## src/sv/pcicfg_pkg.sv

```systemverilog
// ----------------------------------------------------------------------------
// pcicfg_pkg
// Shared types, constants and reset tables of the configuration header.
// ----------------------------------------------------------------------------
package pcicfg_pkg;

   localparam int HEADER_BYTES_DEF = 256;

   // byte index of one access byte: offset plus lane, up to 255 + 7
   localparam int IDX_W = 9;

   // access sizes
   localparam logic [1:0] SIZE_BYTE  = 2'd0;
   localparam logic [1:0] SIZE_HALF  = 2'd1;
   localparam logic [1:0] SIZE_WORD  = 2'd2;
   localparam logic [1:0] SIZE_QUAD  = 2'd3;

   // access types
   localparam logic TYPE_READ  = 1'b0;
   localparam logic TYPE_WRITE = 1'b1;

   // frame buffer base register
   localparam logic [7:0]  BASE_OFFSET = 8'h10;
   localparam logic [31:0] BASE_ONES   = 32'hffff_ffff;
   localparam logic [31:0] BASE_ZERO   = 32'h0000_0000;
   localparam logic [31:0] BASE_KEEP   = 32'hffff_fffe;

   // bytes that hold writable bits
   localparam logic [IDX_W-1:0] REG_CMD_LO   = 9'h004;
   localparam logic [IDX_W-1:0] REG_LINE_SZ  = 9'h00c;
   localparam logic [IDX_W-1:0] REG_LAT_TMR  = 9'h00d;
   localparam logic [IDX_W-1:0] REG_BAR0_HI  = 9'h013;
   localparam logic [IDX_W-1:0] REG_INT_LINE = 9'h03c;

   typedef struct packed {
      logic             wr;
      logic [IDX_W-1:0] idx;
      logic [7:0]       data;
   } byte_op_type;

   function automatic logic [7:0] default_byte(input logic [IDX_W-1:0] idx);
      logic [7:0] val;
      unique case (idx)
         9'h000:  val = 8'h33;
         9'h001:  val = 8'h53;
         9'h002:  val = 8'h11;
         9'h003:  val = 8'h88;
         9'h006:  val = 8'h1f;
         9'h007:  val = 8'h01;
         9'h008:  val = 8'h02;
         9'h00b:  val = 8'h03;
         9'h013:  val = 8'hf8;
         9'h03c:  val = 8'hff;
         9'h03d:  val = 8'h01;
         9'h03e:  val = 8'h14;
         9'h03f:  val = 8'h28;
         default: val = 8'h00;
      endcase
      return val;
   endfunction

   function automatic logic [7:0] write_mask(input logic [IDX_W-1:0] idx);
      logic [7:0] val;
      unique case (idx)
         REG_CMD_LO:   val = 8'hff;
         REG_LINE_SZ:  val = 8'hff;
         REG_LAT_TMR:  val = 8'hff;
         REG_BAR0_HI:  val = 8'hfc;
         REG_INT_LINE: val = 8'hff;
         default:      val = 8'h00;
      endcase
      return val;
   endfunction

endpackage

```

## src/sv/pcicfg_store.sv

```systemverilog
// ----------------------------------------------------------------------------
// pcicfg_store
// Byte store of the header: fixed bytes from the reset table, writable bytes
// in registers, one masked byte write and one byte read per cycle.
// ----------------------------------------------------------------------------
module pcicfg_store (
   input  logic                      clock,
   input  logic                      reset,
   input  pcicfg_pkg::byte_op_type   op,
   output logic [7:0]                rd_byte
);

   logic [7:0] cmd_lo_ff,   cmd_lo_in;
   logic [7:0] line_sz_ff,  line_sz_in;
   logic [7:0] lat_tmr_ff,  lat_tmr_in;
   logic [7:0] bar0_hi_ff,  bar0_hi_in;
   logic [7:0] int_line_ff, int_line_in;
   logic [7:0] mask;
   logic [7:0] merged;

   always_comb begin
      mask   = pcicfg_pkg::write_mask(op.idx);
      merged = (rd_byte & ~mask) | (op.data & mask);
   end

   always_comb begin
      unique case (op.idx)
         pcicfg_pkg::REG_CMD_LO:   rd_byte = cmd_lo_ff;
         pcicfg_pkg::REG_LINE_SZ:  rd_byte = line_sz_ff;
         pcicfg_pkg::REG_LAT_TMR:  rd_byte = lat_tmr_ff;
         pcicfg_pkg::REG_BAR0_HI:  rd_byte = bar0_hi_ff;
         pcicfg_pkg::REG_INT_LINE: rd_byte = int_line_ff;
         default:                  rd_byte = pcicfg_pkg::default_byte(op.idx);
      endcase
   end

   always_comb begin
      cmd_lo_in   = cmd_lo_ff;
      line_sz_in  = line_sz_ff;
      lat_tmr_in  = lat_tmr_ff;
      bar0_hi_in  = bar0_hi_ff;
      int_line_in = int_line_ff;
      if (op.wr) begin
         unique case (op.idx)
            pcicfg_pkg::REG_CMD_LO:   cmd_lo_in   = merged;
            pcicfg_pkg::REG_LINE_SZ:  line_sz_in  = merged;
            pcicfg_pkg::REG_LAT_TMR:  lat_tmr_in  = merged;
            pcicfg_pkg::REG_BAR0_HI:  bar0_hi_in  = merged;
            pcicfg_pkg::REG_INT_LINE: int_line_in = merged;
            default: ;
         endcase
      end
   end

   always_ff @(posedge clock) begin
      if (reset) begin
         cmd_lo_ff   <= pcicfg_pkg::default_byte(pcicfg_pkg::REG_CMD_LO);
         line_sz_ff  <= pcicfg_pkg::default_byte(pcicfg_pkg::REG_LINE_SZ);
         lat_tmr_ff  <= pcicfg_pkg::default_byte(pcicfg_pkg::REG_LAT_TMR);
         bar0_hi_ff  <= pcicfg_pkg::default_byte(pcicfg_pkg::REG_BAR0_HI);
         int_line_ff <= pcicfg_pkg::default_byte(pcicfg_pkg::REG_INT_LINE);
      end else begin
         cmd_lo_ff   <= cmd_lo_in;
         line_sz_ff  <= line_sz_in;
         lat_tmr_ff  <= lat_tmr_in;
         bar0_hi_ff  <= bar0_hi_in;
         int_line_ff <= int_line_in;
      end
   end

endmodule

```

## src/sv/pci_config_space_masked_core.sv

```systemverilog
// ----------------------------------------------------------------------------
// pci_config_space_masked_core
// Type 0 configuration header with per-byte write masks, accessed one byte
// lane per cycle through a shared merge unit, and frame buffer base tracking.
//
//   channel   direction   handshake              payload
//   req_      in          req_valid / req_stall  type, offset, size, write data
//   rsp_      out         rsp_valid / rsp_stall  read data, base moved, base
//
// A transaction's response becomes valid once its byte count (1, 2, 4 or 8)
// of lanes has passed, one byte lane per cycle, through the store's merge
// unit. The next transaction is accepted only after the response is taken,
// and rsp_stall holds the response and so delays the next acceptance.
// req_stall is high from the cycle after acceptance until the cycle after the
// response is taken. Reset is synchronous and restores the header defaults.
// ----------------------------------------------------------------------------
module pci_config_space_masked_core #(
   parameter int HEADER_BYTES = pcicfg_pkg::HEADER_BYTES_DEF
) (
   input  logic        clock,
   input  logic        reset,
   input  logic        req_valid,
   output logic        req_stall,
   input  logic        req_type,
   input  logic [7:0]  req_byte_offset,
   input  logic [1:0]  req_access_size,
   input  logic [63:0] req_write_data,
   output logic        rsp_valid,
   input  logic        rsp_stall,
   output logic [63:0] rsp_read_data,
   output logic        rsp_base_moved,
   output logic [31:0] rsp_base_address
);

   typedef enum logic [1:0] {ST_IDLE, ST_RUN, ST_DONE} state_type;

   state_type   state_ff, state_in;
   logic        wr_ff, wr_in;
   logic [7:0]  offset_ff, offset_in;
   logic [2:0]  last_ff, last_in;
   logic [2:0]  step_ff, step_in;
   logic [63:0] data_ff, data_in;
   logic [63:0] rd_ff, rd_in;
   logic        move_ff, move_in;
   logic [31:0] base_ff, base_in;

   logic [pcicfg_pkg::IDX_W-1:0] idx;
   logic                         in_range;
   logic                         base_hit;
   logic [7:0]                   rd_byte;
   pcicfg_pkg::byte_op_type      op;

   pcicfg_store u_store (
      .clock   (clock),
      .reset   (reset),
      .op      (op),
      .rd_byte (rd_byte)
   );

   always_comb begin
      idx      = {1'b0, offset_ff} + {6'b0, step_ff};
      in_range = 32'(idx) < 32'(HEADER_BYTES);
      op.wr    = (state_ff == ST_RUN) && (wr_ff == pcicfg_pkg::TYPE_WRITE) && in_range;
      op.idx   = idx;
      op.data  = data_ff[7:0];
      base_hit = (req_type == pcicfg_pkg::TYPE_WRITE)
              && (req_access_size == pcicfg_pkg::SIZE_WORD)
              && (req_byte_offset == pcicfg_pkg::BASE_OFFSET)
              && (req_write_data[31:0] != pcicfg_pkg::BASE_ONES)
              && (req_write_data[31:0] != pcicfg_pkg::BASE_ZERO);
   end

   always_comb begin
      state_in  = state_ff;
      wr_in     = wr_ff;
      offset_in = offset_ff;
      last_in   = last_ff;
      step_in   = step_ff;
      data_in   = data_ff;
      rd_in     = rd_ff;
      move_in   = move_ff;
      base_in   = base_ff;
      unique case (state_ff)
         ST_IDLE: begin
            if (req_valid) begin
               wr_in     = req_type;
               offset_in = req_byte_offset;
               step_in   = 3'd0;
               data_in   = req_write_data;
               rd_in     = 64'd0;
               move_in   = base_hit;
               if (base_hit) begin
                  base_in = req_write_data[31:0];
               end
               unique case (req_access_size)
                  pcicfg_pkg::SIZE_BYTE: last_in = 3'd0;
                  pcicfg_pkg::SIZE_HALF: last_in = 3'd1;
                  pcicfg_pkg::SIZE_WORD: last_in = 3'd3;
                  pcicfg_pkg::SIZE_QUAD: last_in = 3'd7;
                  default:               last_in = 3'd0;
               endcase
               state_in = ST_RUN;
            end
         end
         ST_RUN: begin
            if ((wr_ff == pcicfg_pkg::TYPE_READ) && in_range) begin
               rd_in[8*step_ff +: 8] = rd_byte;
            end
            data_in = {8'd0, data_ff[63:8]};
            step_in = step_ff + 3'd1;
            if (step_ff == last_ff) begin
               state_in = ST_DONE;
            end
         end
         ST_DONE: begin
            if (!rsp_stall) begin
               state_in = ST_IDLE;
            end
         end
         default: state_in = ST_IDLE;
      endcase
   end

   always_ff @(posedge clock) begin
      if (reset) begin
         state_ff <= ST_IDLE;
         move_ff  <= 1'b0;
         base_ff  <= 32'd0;
      end else begin
         state_ff <= state_in;
         move_ff  <= move_in;
         base_ff  <= base_in;
      end
      wr_ff     <= wr_in;
      offset_ff <= offset_in;
      last_ff   <= last_in;
      step_ff   <= step_in;
      data_ff   <= data_in;
      rd_ff     <= rd_in;
   end

   assign req_stall        = (state_ff != ST_IDLE);
   assign rsp_valid        = (state_ff == ST_DONE);
   assign rsp_read_data    = rd_ff;
   assign rsp_base_moved   = move_ff;
   assign rsp_base_address = base_ff & pcicfg_pkg::BASE_KEEP;

endmodule
```

## config.mk

```make
export PLATFORM = sky130hd
export DESIGN_NAME = pci_config_space_masked_core
export DESIGN_NICKNAME = d
export VERILOG_FILES = /design/src/sv/pcicfg_pkg.sv /design/src/sv/pcicfg_store.sv /design/src/sv/pci_config_space_masked_core.sv
export SDC_FILE = /design/constraint.sdc
export NUM_CORES = 1
export LEC_CHECK = 0
export BUFFER_PORTS_ARGS = -buffer_cell sky130_fd_sc_hd__buf_2
export CORE_UTILIZATION = 60
export DETAILED_ROUTE_END_ITERATION = 16
export HOLD_SLACK_MARGIN = 0.02
export PLACE_DENSITY = 0.83
export SYNTH_ARGS = -nofsm -noshare
export SYNTH_HDL_FRONTEND = slang
export SYNTH_SLANG_ARGS = --single-unit
export TNS_END_PERCENT = 50
```

## constraint.sdc

```tcl
create_clock -name clock -period 14.05 [get_ports clock]
set_input_delay 2.81 -clock clock [delete_from_list [all_inputs] [get_ports clock]]
set_output_delay 2.81 -clock clock [all_outputs]
set_load 0.005 [all_outputs]
```

Word level (Yosys, flattened, before mapping) --
Memories as Yosys holds them, arrays and structs flattened. Index checks and enable logic that the tools add are counted.
Storage, ports and cells: register bits 218, memory bits (read-only) 512, bits of input ports 79, output and inout bits 99, word-level logic and storage cells 83, memories 1
Memories:
- (name not given) | words 64, width 8, read ports 1, clocked after memory_dff 0, write ports 0, line pcicfg_pkg.sv:43 | unique case (idx)
Operators by class: $add $sub $neg 3, magnitude comparators 1, equality and inequality tests 17, shift operators 2, mux-type cells 16, bitwise logic cells 5, reductions and logical operators 24
Operator list (number):
- $pmux W64 S2 | 2
- $mux W64 | 3
- $bwmux W64 | 1
- $shift A8 B34 Y64 const A | 1
- $shiftx A8 B34 Y64 | 1
- $pmux W8 S5 | 1
- $neg A6 Y34 | 1
- $ne A32 B32 Y1 const B | 1
- $reduce_bool A32 Y1 | 1
- $eq A9 B4 Y1 const B | 2
- $and A8 B8 Y8 | 2
- $pmux W8 S2 | 1
- $reduce_and A2 Y1 | 7
- $pmux W3 S4 | 1
- $add A8 B3 Y9 | 1
- $eq A9 B3 Y1 const B | 1
- $eq A9 B5 Y1 const B | 1
- $eq A9 B6 Y1 const B | 1
- $lt A9 B9 Y1 const B | 1
- $reduce_and A3 Y1 | 3
- $eq A8 B5 Y1 const B | 1
- $mux W8 | 1
- $not A8 Y8 | 1
- $or A8 B8 Y8 | 1
- other kinds (16) | 31

Logic depth before layout (Yosys ltp) --
depth in word-level cells 8, depth in mapped cells 12, gate-level depth less buffers 11

Cells and area by module --
From an unflattened synthesis, not the netlist that was laid out.
Unflattened totals: cells, all modules 1047, area total of the unflattened synthesis 10314.9 µm²
By module, submodules not included:
- pci_config_space_masked_core | instances 1, cells an instance 771, area each 8054.0 µm²
- pcicfg_store | instances 1, cells an instance 276, area each 2260.9 µm²

Worst setup path after synthesis --
No wires, ideal clock.
path kind register to register, start point register step_ff[0], end point register rd_ff[0], in the netlist rsp_read_data[0] (enable), setup time 0.581 ns, arrival 6.232 ns, required time 13.469 ns, setup slack 7.237 ns, stages on the path, launching flop included 8, period minus slack after synthesis 6.813 ns, path through edfxtp_1 -> ha_1 -> inv_1 -> fa_1 -> nand2b_1 -> a21oi_1 -> and3_1 -> o31ai_1
On the way: cells in the longest elaborated chain, start to end 5
Ends and longest elaborated chain:
- from (decl) | line pci_config_space_masked_core.sv:41 | logic [2:0] step_ff, step_in;
- from (signal assigned) | line pci_config_space_masked_core.sv:137 | step_ff <= step_in;
- $add A8 B3 Y9 | line pci_config_space_masked_core.sv:61 | idx = {1'b0, offset_ff} + {6'b0, step_ff};
- $lt A9 B9 Y1 | line pci_config_space_masked_core.sv:62 | in_range = 32'(idx) < 32'(HEADER_BYTES);
- $logic_and A1 B1 Y1 | line pci_config_space_masked_core.sv:106 | if ((wr_ff == pcicfg_pkg::TYPE_READ) && in_range) begin
- $ne A2 B1 Y1 (no line)
- $reduce_and A3 Y1 (no line)
- to (signal assigned) | line pci_config_space_masked_core.sv:139 | rd_ff <= rd_in;
- to (decl) | line pci_config_space_masked_core.sv:43 | logic [63:0] rd_ff, rd_in;
No other way between the ends. A chain may end at the register's enable or synchronous reset.

Final worst setup path --
start point register step_ff[0], end point register rd_ff[48], in the netlist rsp_read_data[48] (data pin)
On the way: cells in the longest elaborated chain, start to end 8, elaborated cells between the ends (all ways) 16, those cells by class add/sub (2); eq/ne (5); shift (2); mux (5); reduce/logical (1); memory (1)
Ends and longest elaborated chain:
- $add A8 B3 Y9 | line pci_config_space_masked_core.sv:61
- $mem_v2 Z64 W8 / $logic_not A3 Y1 (equally long branches)
- $mux W8 | line pcicfg_pkg.sv:43
- $pmux W8 S5 | line pcicfg_store.sv:27 | unique case (op.idx)
- $shiftx A8 B34 Y64 | line pci_config_space_masked_core.sv:107 | rd_in[8*step_ff +: 8] = rd_byte;
- $bwmux W64 (*) | line pci_config_space_masked_core.sv:107
- $mux W64 (*) | line pci_config_space_masked_core.sv:106
- $pmux W64 S2 (*) | line pci_config_space_masked_core.sv:83 | unique case (state_ff)
Every way passes the cells marked *; elsewhere a longest branch is shown, timed or not. The select of a mux whose other input is x is not followed.

==> summary.md <==
| Metric | Value |
|---|---|
| Synthesis-to-layout area growth | 18.9% |
| Global-route usage over all layers | 28.8% |
| Post-synth EDFFs | roughly 140 |
| Pins Over Slew Limit | 0 |
| Core Box Area | approximately 0.016 sq mm |
| Final setup fails | 0 |
| # rows | 46 |
| Final WS setup | between 9 and 10 ns |
| DIE WIDTH | approximately 130 um |
| Register area share after synthesis | about three fifths |
| Ant diodes | 0 |
| Relative slew margins | a little under two fifths |
| Peak supply drop | 0.135 mV |
| H-tree depth | 1 |
| Grt ovf | 0 |
| Slew @ Worst Pin | 0.942 ns |
| Clk_skew | 0.0109 ns |
| Io pins | ~180 |
| Root Buffer | clkbuf_16 |
| Period utilization | between 30% and 40% |
| Critical Path Start Type | register |
| Primary FF master, synth | edfxtp_1 |
| CTS tree | built |
| Worst Setup End Kind | register |
| Kind of critical path | reg2reg |
| Initial DRC Count | between 700 and 800 |
| WP data required | between 10 and 15 ns |
| Top post-synthesis cells by area | edfxtp_1 44%, dfxtp_1 15%, nand2_1 9.5% |
| Final Hold Viols | 0 |
| Asr flop ratio synth | 0% |
| Detailed Route WL | roughly 25,000 um |
| Share of the synthesized area in the top cell type | ~44% |
| Total power | between 0.0015 and 0.002 W |
| Final std cell area, no fill | approximately 0.012 sq mm |
| Placed insts | between 1,000 and 1,500 |
| Largest net degree at the start of global routing | 81 |
| Placed Area | about 0.011 sq mm |
| Hold crit path type | reg2reg |
| Postcts setup bufs | 0 |
| Worst-skew pair later-pin latency | 0.52 ns |
| # DRC | 0 |
| Full die area | around 0.017 sq mm |
| Netlist Area Pre-Place | roughly 0.0098 sq mm |
| Vias in the first global route | around 7,400 |
| GP Congestion | roughly 0.95 |
| Post-synth top cells | 250 x nand2_1, 143 x edfxtp_1, 78 x nor2_1 |
| I/O Buffers | 176 |
| # hold bufs at CTS | 0 |
| Routed len/inst | about 18 um |
| Pre-CTS setup slack | about 9 ns |
| Hold path depth | 2 |
| Unrepaired setup endpoints after global routing | false |
| Yosys warns | 0 |
| Pleak | a little under 5 nW |
| Status | complete, no violations |
| Library cells used by synthesis | 66 |
| Power Density | about 150 mW/mm^2 |
| First-pass GRT wire length | roughly 38,000 um |
| Yosys reg bits | ~220 |
| Clk buf depth | 3 |
| Layout cells sized above 1 | 21.2% |
| Cell taking the most area after synthesis | edfxtp_1 |
| Worst-path fanout max | 18 |
| Routed Antenna Nets | 0 |
| Post-cts gate resize count | 0 |
| Synth Area per Inst | between 10 and 15 sq um |
| Final min period | 4.94 ns |
| Most used cell, CP | ha_1 |
| Crit path arrival time | between 5 and 6 ns |
| Clock-pin transition on the worst setup and hold timing paths | approximately 0.060 ns |
| Synth Instances | 963 |
| Synthesized net count | 1,057 |
| Post-Layout Cell Count | 1,350 |
| Drt pass-1 iters | 5 |
| Crit-path cells | ha_1 > inv_1 > fa_1 > ha_1 > o2111ai_1 > or3_1 > nor2_2 > nor3_1 > a21boi_1 > o21ai_0 |
| Die Y-Extent | around 130 um |
| Initial Util | about three fifths |
| Num CTS Buffers | 23 |
| CTS Sinks | about 220 |
| Setup TNS | 0 ns |
| Max incr delay on CP | 0.77 ns |
| Vias per std cell | about 6 |
| Initial antenna violation count | 0 |
| Hpwl dp | approximately 16,000 um |
| Crit-path slowest cell | a21boi_1 |
| Highest Clock Rate | 202 MHz |
| Most frequent cell after synthesis | nand2_1 |
| Fin nets | between 1,000 and 1,500 |
| Reg2reg path depth | 10 |
| Vias post-DR | between 8,000 and 9,000 |
| Number of max-cap violations | 0 |
## report_power, final
part	total, W	switching, W	leakage, nW	internal [W]
logic	0.000261	0.000179	2.50	0.0000820
registers	0.000793	0.0000296	2.03	0.000763
clock network	0.000666	0.000257	0.414	0.000409
total	0.00172	0.000466	4.94	0.00125
## cell usage in the layout, fill, tap and decap left out, types with 23 or more instances in the layout
cell,n
clkbuf_16,26
mux2i_1,35
nor2_1,78
o21ai_0,50
edfxtp_1,143
buf_2,176
a21oi_1,26
nand2_1,249
a211oi_1,23
dfxtp_1,74
## through the flow
stage	hold slack [ns]	util, %
after floorplan	0.439	-
after global placement	0.446	68.0
after detailed placement	0.461	68.0
after CTS	0.474	73.3
after global routing	0.492	73.3
final	0.470	73.3
## cell type report
| cell class | count | area (sq um) |
|---|---|---|
| Tap cell | 216 | 270 |
| Fill cell | 1124 | 4260 |
| Inverter | 13 | 48.8 |
| Multi-Input combinational cell | 679 | 3810 |
| Clock buffer | 26 | 651 |
| Timing Repair Buffer | 183 | 933 |
| Clock inverter | 16 | 199 |
| Sequential cell | 217 | 5780 |
## cells by family after synthesis
group                      count (synthesis)  share of synthesized area [%]
DFF                                      217                           58.8
other                                      1                         0.0382
xor gates and xnor gates                   6                          0.535
buffers and inverters                     67                           2.75
muxes                                     38                           3.91
and+or+nand+nor                          427                           18.9
AOI/OAI and AO/OA                        192                           13.1
adders and majority gates                 15                           1.99
## layer usage
| layer | up-vias | share of wire, % | global-route usage [%] |
|---|---|---|---|
| met5 | - | 0 | 0 |
| met4 | 0 | 3.4 | 11.4 |
| met1 | 3783 | 41 | 37.8 |
| li1 | 3800 | - | - |
| met2 | 459 | 48 | 47.4 |
| met3 | 62 | 8.3 | 5.41 |
## state kept, by name (all words and copies together) (netlist names)
register,cells
offset_ff,8
u_store.lat_tmr_ff,8
u_store.int_line_ff,8
last_ff,3
wr_ff,1
u_store.bar0_hi_ff,8
state_ff,2
data_ff,64
rsp_read_data,64
u_store.line_sz_ff,8
u_store.cmd_lo_ff,8
base_ff,31
rsp_base_moved,1
step_ff,3
## final timing paths
kind | start | to | slack, ns
setup / recovery | step_ff[0] | rsp_read_data[48] | 9.11
hold / removal | u_store.int_line_ff[6] | u_store.int_line_ff[6] | 0.47
setup reg to reg | step_ff[0] | rsp_read_data[48] | 9.11
hold reg to reg | u_store.int_line_ff[6] | u_store.int_line_ff[6] | 0.47
## critical path, delay by kind of cell (launching register included)
kind                       cells  cell delay (ns)
DFF                            1             0.56
and+or+nand+nor                3             1.24
buffers and inverters          1             0.07
AOI/OAI and AO/OA              3             1.28
adders and majority gates      3             1.50
(Power assumes the default switching activity.)
